<file path="config.mk">
export PLATFORM = sky130hd
export DESIGN_NAME = internet_checksum_pseudo_header
export DESIGN_NICKNAME = d
export VERILOG_FILES = /design/src/design/icph_pkg.sv /design/src/design/icph_cfg.sv /design/src/design/icph_acc.sv /design/src/design/icph_fold.sv /design/src/design/internet_checksum_pseudo_header.sv
export SDC_FILE = /design/constraint.sdc
export NUM_CORES = 1
export LEC_CHECK = 0
export ABC_CLOCK_PERIOD_IN_PS = 12590
export BUFFER_PORTS_ARGS = -buffer_cell sky130_fd_sc_hd__buf_2
export CAP_MARGIN = 20
export CORE_MARGIN = 2
export CORE_UTILIZATION = 25
export CTS_BUF_LIST = sky130_fd_sc_hd__clkbuf_2 sky130_fd_sc_hd__clkbuf_4 sky130_fd_sc_hd__clkbuf_8
export DETAILED_ROUTE_END_ITERATION = 16
export SYNTH_ARGS = -nofsm -noshare
export SYNTH_HDL_FRONTEND = slang
export SYNTH_SLANG_ARGS = --single-unit
export TNS_END_PERCENT = 100
</file>
<file path="constraint.sdc">
create_clock -name clk -period 12.59 [get_ports clk]
set_input_delay 0.6295 -clock clk [delete_from_list [all_inputs] [get_ports clk]]
set_output_delay 0.6295 -clock clk [all_outputs]
set_load 0.03 [all_outputs]
</file>
<file path="src/design/icph_pkg.sv">
`default_nettype none

package icph_pkg;

  // configuration register reset values
  localparam logic       PSEUDO_RESET = 1'b0;
  localparam logic [7:0] PROTO_RESET  = 8'd17;

  // configuration register indexes
  typedef enum logic [0:0] {
    REG_PSEUDO_ENABLE   = 1'b0,
    REG_PROTOCOL_NUMBER = 1'b1
  } reg_index_t;

  // live configuration
  typedef struct packed {
    logic       pseudo_enable;
    logic [7:0] protocol_number;
  } cfg_t;

  // packet summary handed to the final fold stage
  typedef struct packed {
    logic [15:0] sum;
    logic [31:0] length;
    logic        pseudo;
    logic [7:0]  proto;
  } fin_t;

  // one's-complement 16-bit add with end-around carry
  function automatic logic [15:0] oc_add(input logic [15:0] a, input logic [15:0] b);
    logic [16:0] s;
    s = {1'b0, a} + {1'b0, b};
    return s[15:0] + {15'b0, s[16]};
  endfunction

endpackage

`default_nettype wire

</file>
<file path="src/design/icph_cfg.sv">
`default_nettype none

module icph_cfg (
  input  wire logic                   clk,
  input  wire logic                   rst,
  input  wire logic                   cfg_valid,
  output logic                        cfg_ready,
  input  wire icph_pkg::reg_index_t   cfg_index,
  input  wire logic [7:0]             cfg_data,
  output icph_pkg::cfg_t              cfg
);
  import icph_pkg::*;

  assign cfg_ready = 1'b1;

  always_ff @(posedge clk) begin
    if (rst) begin
      cfg.pseudo_enable   <= PSEUDO_RESET;
      cfg.protocol_number <= PROTO_RESET;
    end else if (cfg_valid && cfg_ready) begin
      unique case (cfg_index)
        REG_PSEUDO_ENABLE:   cfg.pseudo_enable   <= cfg_data[0];
        REG_PROTOCOL_NUMBER: cfg.protocol_number <= cfg_data;
        default: ;
      endcase
    end
  end

endmodule

`default_nettype wire

</file>
<file path="src/design/icph_acc.sv">
`default_nettype none

module icph_acc (
  input  wire logic             clk,
  input  wire logic             rst,
  input  wire logic             item_valid,
  output logic                  item_stall,
  input  wire logic [7:0]       data_byte,
  input  wire logic             is_address,
  input  wire logic             last_byte,
  input  wire icph_pkg::cfg_t   cfg,
  input  wire logic             fin_take,
  output logic                  fin_valid,
  output icph_pkg::fin_t        fin
);
  import icph_pkg::*;

  logic [15:0] running_sum;
  logic [7:0]  held_high_byte;
  logic        byte_odd;
  logic [31:0] transport_length;

  logic        accept;
  logic [31:0] length_next;
  logic [15:0] pair_word;
  logic [15:0] sum_next;

  // a last byte needs the summary slot free; every byte stalls while it is held
  assign item_stall = fin_valid && !fin_take;
  assign accept     = item_valid && !item_stall;

  always_comb begin
    length_next = transport_length + {31'b0, !is_address};
    // completes the held pair, or pads a lone high byte with a zero low byte
    pair_word   = byte_odd ? {held_high_byte, data_byte} : {data_byte, 8'h00};
    sum_next    = oc_add(running_sum, pair_word);
  end

  always_ff @(posedge clk) begin
    if (rst) begin
      running_sum      <= '0;
      held_high_byte   <= '0;
      byte_odd         <= 1'b0;
      transport_length <= '0;
      fin_valid        <= 1'b0;
    end else begin
      if (fin_take) begin
        fin_valid <= 1'b0;
      end
      if (accept) begin
        if (last_byte) begin
          fin_valid        <= 1'b1;
          fin.sum          <= sum_next;
          fin.length       <= length_next;
          fin.pseudo       <= cfg.pseudo_enable;
          fin.proto        <= cfg.protocol_number;
          running_sum      <= '0;
          held_high_byte   <= '0;
          byte_odd         <= 1'b0;
          transport_length <= '0;
        end else begin
          transport_length <= length_next;
          if (byte_odd) begin
            running_sum    <= sum_next;
            held_high_byte <= '0;
            byte_odd       <= 1'b0;
          end else begin
            held_high_byte <= data_byte;
            byte_odd       <= 1'b1;
          end
        end
      end
    end
  end

`ifndef NO_ASSERTIONS
  a_last_clears: assert property (@(posedge clk) disable iff (rst)
    accept && last_byte |=> fin_valid && !byte_odd && transport_length == '0
      && running_sum == '0)
    else $error("state not cleared after last byte");

  a_stall_only_full: assert property (@(posedge clk) disable iff (rst)
    item_stall |-> fin_valid)
    else $error("input stalled with empty summary slot");
`endif

endmodule

`default_nettype wire

</file>
<file path="src/design/icph_fold.sv">
`default_nettype none

module icph_fold (
  input  wire logic             clk,
  input  wire logic             rst,
  input  wire logic             fin_valid,
  input  wire icph_pkg::fin_t   fin,
  output logic                  fin_take,
  output logic                  result_valid,
  input  wire logic             result_stall,
  output logic [15:0]           checksum
);
  import icph_pkg::*;

  logic        load;
  logic [17:0] total;
  logic [16:0] fold1;
  logic [15:0] fold2;

  assign load     = !result_valid || !result_stall;
  assign fin_take = fin_valid && load;

  // sum all words wide, then two end-around folds
  always_comb begin
    total = {2'b0, fin.sum};
    if (fin.pseudo) begin
      total = total + {2'b0, fin.length[31:16]} + {2'b0, fin.length[15:0]}
            + {10'b0, fin.proto};
    end
    fold1 = {1'b0, total[15:0]} + {15'b0, total[17:16]};
    fold2 = fold1[15:0] + {15'b0, fold1[16]};
  end

  always_ff @(posedge clk) begin
    if (rst) begin
      result_valid <= 1'b0;
    end else if (load) begin
      result_valid <= fin_valid;
    end
  end

  always_ff @(posedge clk) begin
    if (fin_take) begin
      checksum <= ~fold2;
    end
  end

`ifndef NO_ASSERTIONS
  a_take_shows: assert property (@(posedge clk) disable iff (rst)
    fin_take |=> result_valid)
    else $error("taken summary did not reach the result register");
`endif

endmodule

`default_nettype wire

</file>
<file path="src/design/internet_checksum_pseudo_header.sv">
// Streaming internet checksum with optional IPv6 pseudo-header.
// Byte channel: item_valid / item_stall carry data_byte, is_address and
//   last_byte; a transfer happens when item_valid is high and item_stall low.
//   Bytes come in wire order, address bytes first when pseudo mode is used.
// Result channel: result_valid / result_stall carry checksum, one result per
//   packet, sent after the transfer of the byte flagged last_byte.
// Config channel: cfg_valid / cfg_ready with cfg_index and cfg_data; index 0
//   is pseudo_enable, index 1 is protocol_number. cfg_ready is always high.
// Throughput: one byte per cycle while item_stall is low, including back-to-back packets.
// Result path: the last byte's transfer loads the summary register, then the
//   fold moves it into the result register when that register can load.
// Reset (rst, synchronous): clears the running sum, byte pairing and length,
//   empties both registers; pseudo_enable = 0, protocol_number = 17.
// Receiver stall: the result register holds; one more packet end can wait in
//   the summary register, after that item_stall rises until the result moves.
`default_nettype none

module internet_checksum_pseudo_header (
  input  wire logic                   clk,
  input  wire logic                   rst,
  // byte channel
  input  wire logic                   item_valid,
  output logic                        item_stall,
  input  wire logic [7:0]             data_byte,
  input  wire logic                   is_address,
  input  wire logic                   last_byte,
  // result channel
  output logic                        result_valid,
  input  wire logic                   result_stall,
  output logic [15:0]                 checksum,
  // config channel
  input  wire logic                   cfg_valid,
  output logic                        cfg_ready,
  input  wire icph_pkg::reg_index_t   cfg_index,
  input  wire logic [7:0]             cfg_data
);
  import icph_pkg::*;

  cfg_t cfg;
  fin_t fin;
  logic fin_valid;
  logic fin_take;

  // configuration registers
  icph_cfg u_cfg (
    .clk       (clk),
    .rst       (rst),
    .cfg_valid (cfg_valid),
    .cfg_ready (cfg_ready),
    .cfg_index (cfg_index),
    .cfg_data  (cfg_data),
    .cfg       (cfg)
  );

  // byte pairing, running sum, length count; packet summary on last byte
  icph_acc u_acc (
    .clk        (clk),
    .rst        (rst),
    .item_valid (item_valid),
    .item_stall (item_stall),
    .data_byte  (data_byte),
    .is_address (is_address),
    .last_byte  (last_byte),
    .cfg        (cfg),
    .fin_take   (fin_take),
    .fin_valid  (fin_valid),
    .fin        (fin)
  );

  // pseudo-header words, final fold, complement, result register
  icph_fold u_fold (
    .clk          (clk),
    .rst          (rst),
    .fin_valid    (fin_valid),
    .fin          (fin),
    .fin_take     (fin_take),
    .result_valid (result_valid),
    .result_stall (result_stall),
    .checksum     (checksum)
  );

endmodule

`default_nettype wire
</file>
Word-level counts from Yosys, hierarchy flattened --
Cells that the tools add are included.
Storage, ports and cells: logic and storage cells 50, register bits after elaboration 141, output and inout port bits 19, input bits 24
Operators by class: $add $sub $neg 8, multiplexer cells 12, reduce and logical (&&, ||, !) cells 14, bitwise logic cells 3
Operators by type and width (number):
- $mux 16 | 3
- $add 16x16->17 | 2
- $add 16x1->16 | 2
- $add 32x1->32 | 1
- $mux 32 | 1
- $add 18x16->18 | 1
- $add 18x8->18 | 1
- $mux 18 | 1
- $add 16x2->17 | 1
- $mux 8 | 2
- $not 16->16 | 1
- $reduce_and 2->1 | 3
- $logic_not 1->1 | 5
- $mux 1 | 5
- $logic_and 1x1->1 | 3
- $reduce_and 3->1 | 1
- $not 1->1 | 2
- $reduce_bool 2->1 | 1
- $logic_or 1x1->1 | 1

Depth between registers and ports, before layout --
word-level depth 8, gate-level depth with buffers 38, mapped depth without buffers 38

Modules after synthesis --
A second synthesis with hierarchy kept.
Second synthesis, totals: cells, all modules 917, area total of the unflattened synthesis 9205.1 um^2
By module, submodules not included:
- icph_acc | sequential area each 2872.8 um^2, times used 1, area each 5626.6 um^2, cells each 537
- icph_fold | sequential area each 500.5 um^2, times used 1, area each 3159.3 um^2, cells each 339
- icph_cfg | sequential area each 180.2 um^2, times used 1, area each 419.2 um^2, cells each 41

Worst setup path before layout --
No wires, ideal clock.
path type reg-to-reg, start point register u_acc.fin[26] (netlist name), end point register u_fold.checksum[13] (data pin), data required time 12.331 ns, period minus slack after synthesis 7.368 ns, setup time 0.259 ns, path slack 5.222 ns, arrival time 7.109 ns, cell stages (with the launch flop) 35, path buffers 0, cells stage by stage edfxtp_1 > ha_1 > a21o_1 > a21oi_1 > o21ai_0 > a21oi_1 > o21ai_0 > a211oi_1 > o21bai_1 > xor2_1 > ha_1 > ha_1 > a21oi_1 > o21ai_0 > a31o_2 > a21o_1 > a21o_1 > a21o_1 > a21oi_1 > xor2_1 > nor2_1 > ha_1 > inv_1 > fa_1 > nor3_1 > o211ai_2 > nor2_1 > nand2_1 > nor2b_1 > ha_1 > or3b_2 > or2_2 > a2111oi_2 > o21ai_1 > xnor2_1
On the way: word-level cells in the longest chain between the ends 7
RTL lines:
- $add 16x16->17 | line icph_fold.sv:27 | total = total + {2'b0, fin.length[31:16]} + {2'b0, fin.length[15:0]}
- $add 18x16->18 | line icph_fold.sv:27
- $add 18x8->18 | line icph_fold.sv:28 | + {10'b0, fin.proto};
- $mux 18 | line icph_fold.sv:26 | if (fin.pseudo) begin
- $add 16x2->17 | line icph_fold.sv:30 | fold1 = {1'b0, total[15:0]} + {15'b0, total[17:16]};
- $add 16x1->16 | line icph_fold.sv:31 | fold2 = fold1[15:0] + {15'b0, fold1[16]};
- $not 16->16 | line icph_fold.sv:44 | checksum <= ~fold2;
- end signal, assigned | line icph_fold.sv:44
- end, declared | line icph_fold.sv:11 | output logic [15:0] checksum
No other way between the ends. A chain may end at the register's enable or synchronous reset.

Final worst setup path --
start point register u_acc.fin[26] (netlist name), end point register u_fold.checksum[12] (data pin)
On the way: word-level cells in the longest chain between the ends 7
RTL lines (line):
- $add 16x16->17 | icph_fold.sv:27
- $add 18x16->18 | icph_fold.sv:27
- $add 18x8->18 | icph_fold.sv:28
- $mux 18 | icph_fold.sv:26
- $add 16x2->17 | icph_fold.sv:30
- $add 16x1->16 | icph_fold.sv:31
- $not 16->16 | icph_fold.sv:44
No other way between the ends.

==> reports/qor.txt <==
Resize count post-CTS - 0
Clock Tree Buf Depth - 2
pin count of the biggest net entering global routing - 65
critical path launch point - u_acc.fin[26]
antenna-violating nets left - 0
Static Leak - 4.17 nW
htree depth - 4
EDFF count, synth - 73
core area - 36800 µm²
post-layout min period - 8320 ps
# rows - 70
CTS buffer count - 17
Peak supply drop - 0.0686 mV
die width - 198 µm
reg2reg setup slack - 4270 ps
CP most frequent cell - ha_1
drt drc - 0
Final Net Count - 1139
utilization after layout - 28.7%
syn nets - 1106
clock sinks - 141
DR WL/cell - 14.3 µm
fraction of registers with async set/reset - 0%
die footprint - 39100 µm²
initial antenna violation count - 0
Crit path largest cell delay - 420 ps
synth unique cells - 82
Clk Latency, worst-skew pair - 460 ps
Synth Warn # - 0
max-slew violations - 0
GR Overflow Total - 0
Tcrit/Tclk final - 66.1%
status - finished, final reports clean
PwrDens - 117 nW/µm²
cell total after placement - 1487
min-delay worst type - in -> reg
Reg clk slew, reported paths - 80 ps
Post-Syn Instances - 1006
Synth Register Bits - 141
Slew @ Worst Pin - 856 ps
Synth Cell Area - 9370 µm²
hold path start - cfg_data[4]
Die Height - 198 µm
CP endpoint - u_fold.checksum[12]
RD Place Congestion - 0.831
first-pass GRT wire length - 36.2 mm
Critical Path RT - 12780 ps
CP max FO - 7
Crit. End Element - flip-flop
drt first pass iters - 5
Rel. slew slack - 42.5%
dominant synthesized flop cell - edfxtp_1
Synth Area per Inst - 9.32 µm²
fillers - 3919
final hold viol count - 0
Worst EP arrival - 8510 ps
area grow syn2layout - 12.5%
Layout Cells excl Fill - 1520
max cap viols - 0
Setup TNS Final - 0 ps
Post-Route WL - 21.7 mm
sequential cell area fraction in the yosys report - 37.9%
vias per inst - 4.88
Clock Skew - 19.2 ps
I/O Pins - 43
RR Startpoint - u_acc.fin[26]
slowest cell on the critical path - fa_1
clock root buffer - clkbuf_8
Via Count - 7423
GRT Total Usage - 11.5%
Initial Util - 25.5%
buffer count from post-CTS setup fixing - 0
Ant. Diodes - 0
crit start category - flip-flop
Initial DRC Count - 530
vias in the first global route - 7004
CTS tree - yes
# hold bufs at CTS - 0
WS Path Type - reg -> reg
HPWL Detailed - 16.3 mm
share of cells above drive strength 1 - 11.5%
R2R Path End - u_fold.checksum[12]
port bufs - 41
R2R depth - 35
RSZ-0062 raised after global routing - no
maximum clock frequency - 120 MHz
final setup fails - 0
power breakdown:
part,switching [W],internal (W)
Sequential,0.00000746,0.000499
Combinational,0.000184,0.000119
Clock,0.000201,0.000223
cell usage in the layout (no fill, tap or decap), types with 15 or more instances in the layout:
master	count
nor2_1	86
nand2_1	83
edfxtp_1	73
dfxtp_1	68
ha_1	64
inv_1	62
a21oi_1	57
nand3_1	43
xnor2_1	43
buf_2	41
xor2_1	39
o21ai_0	37
a22oi_1	36
nor3_1	20
and3_1	17
clkbuf_8	17
nand2b_1	15
nor2b_1	15
sequential cells by signal, summed over array words and instances (netlist names):
signal                  flops
u_fold.result_valid         1
u_fold.checksum            16
u_acc.byte_odd              1
u_acc.running_sum          16
u_acc.transport_length     32
u_acc.fin_valid             1
u_cfg.cfg                   9
u_acc.fin                  57
u_acc.held_high_byte        8
routing by layer:
metal / up-vias / global-route usage (%) / routed length (µm)
li1: 3726 / - / -
met1: 3530 / 16.6 / 11200
met2: 156 / 17.9 / 9500
met3: 11 / 2.32 / 950
met4: 0 / 2.01 / 102
met5: - / 0 / 0
worst max-delay path: cells and delay by family (launching register included):
kind / cells / cell delay, ps
AO/OA/AOI/OAI: 17 / 3720
adder cells (fa/ha/maj): 6 / 1760
AND/OR/NAND/NOR: 7 / 1690
flip-flops: 1 / 400
XOR/XNOR: 3 / 370
buffers and inverters: 2 / 110
worst min-delay path by stage:
stage | to | depth (start not counted)
after floorplan | u_acc.fin[8] | 0
after global placement | u_acc.fin[2] | 0
after detailed placement | u_acc.fin[0] | 0
after CTS | u_cfg.cfg[4] | 3
after global routing | u_cfg.cfg[4] | 3
final | u_cfg.cfg[4] | 3
cell usage after synthesis, types with 5 or more instances:
| master | count | area share, % |
|---|---|---|
| a211o_1 | 8 | 0.75 |
| a211oi_1 | 6 | 0.48 |
| a21boi_0 | 8 | 0.64 |
| a21o_1 | 13 | 1.0 |
| a21oi_1 | 57 | 3.0 |
| a22oi_1 | 36 | 2.9 |
| a31oi_1 | 6 | 0.40 |
| and2_1 | 14 | 0.93 |
| and3_1 | 18 | 1.2 |
| and4_1 | 8 | 0.75 |
| clkbuf_1 | 31 | 1.2 |
| dfxtp_1 | 68 | 15 |
| edfxtp_1 | 73 | 23 |
| fa_1 | 12 | 2.6 |
| ha_1 | 64 | 8.5 |
| inv_1 | 62 | 2.5 |
| mux2_2 | 8 | 0.96 |
| mux2i_1 | 5 | 0.53 |
| nand2_1 | 83 | 3.3 |
| nand2b_1 | 15 | 1.0 |
| nand3_1 | 43 | 2.3 |
| nand3b_1 | 6 | 0.48 |
| nand4_1 | 9 | 0.60 |
| nor2_1 | 86 | 3.4 |
| nor2b_1 | 15 | 1.0 |
| nor3_1 | 20 | 1.1 |
| nor3b_1 | 8 | 0.64 |
| o211ai_1 | 8 | 0.64 |
| o21a_1 | 5 | 0.40 |
| o21ai_0 | 37 | 2.0 |
| o31a_1 | 5 | 0.47 |
| or2_2 | 7 | 0.47 |
| xnor2_1 | 43 | 4.0 |
| xor2_1 | 39 | 3.6 |
cell families after synthesis:
family	synth area share [%]
compound gates	18.1
mux	1.64
other cells	0.0400
fa+ha+maj	11.1
buf+inv	3.99
flops	37.9
xor+xnor	7.66
simple gates	19.5
through the flow:
step	hold slack, ps	instance area (µm²)	worst slack [ps]	total power, W
3_5_place_dp	420	10100	4300	0.000816
3_3_place_gp	424	10100	4610	0.000812
2_1_floorplan	408	9370	5220	0.000750
6_report	383	10500	4270	0.00123
4_1_cts	362	10500	4280	0.00124
5_1_grt	383	10500	3440	0.00130
cell type report:
type	instances	area [µm²]	area share [%]
flip-flops and latches	141	3550	33.7
inverters	62	233	2.21
repair buffers	49	277	2.62
clock inverters	14	203	1.92
multi-input cells	768	5450	51.7
well taps	468	586	5.55
clock buffers	18	241	2.29
Power figures use the tool's default switching activity.
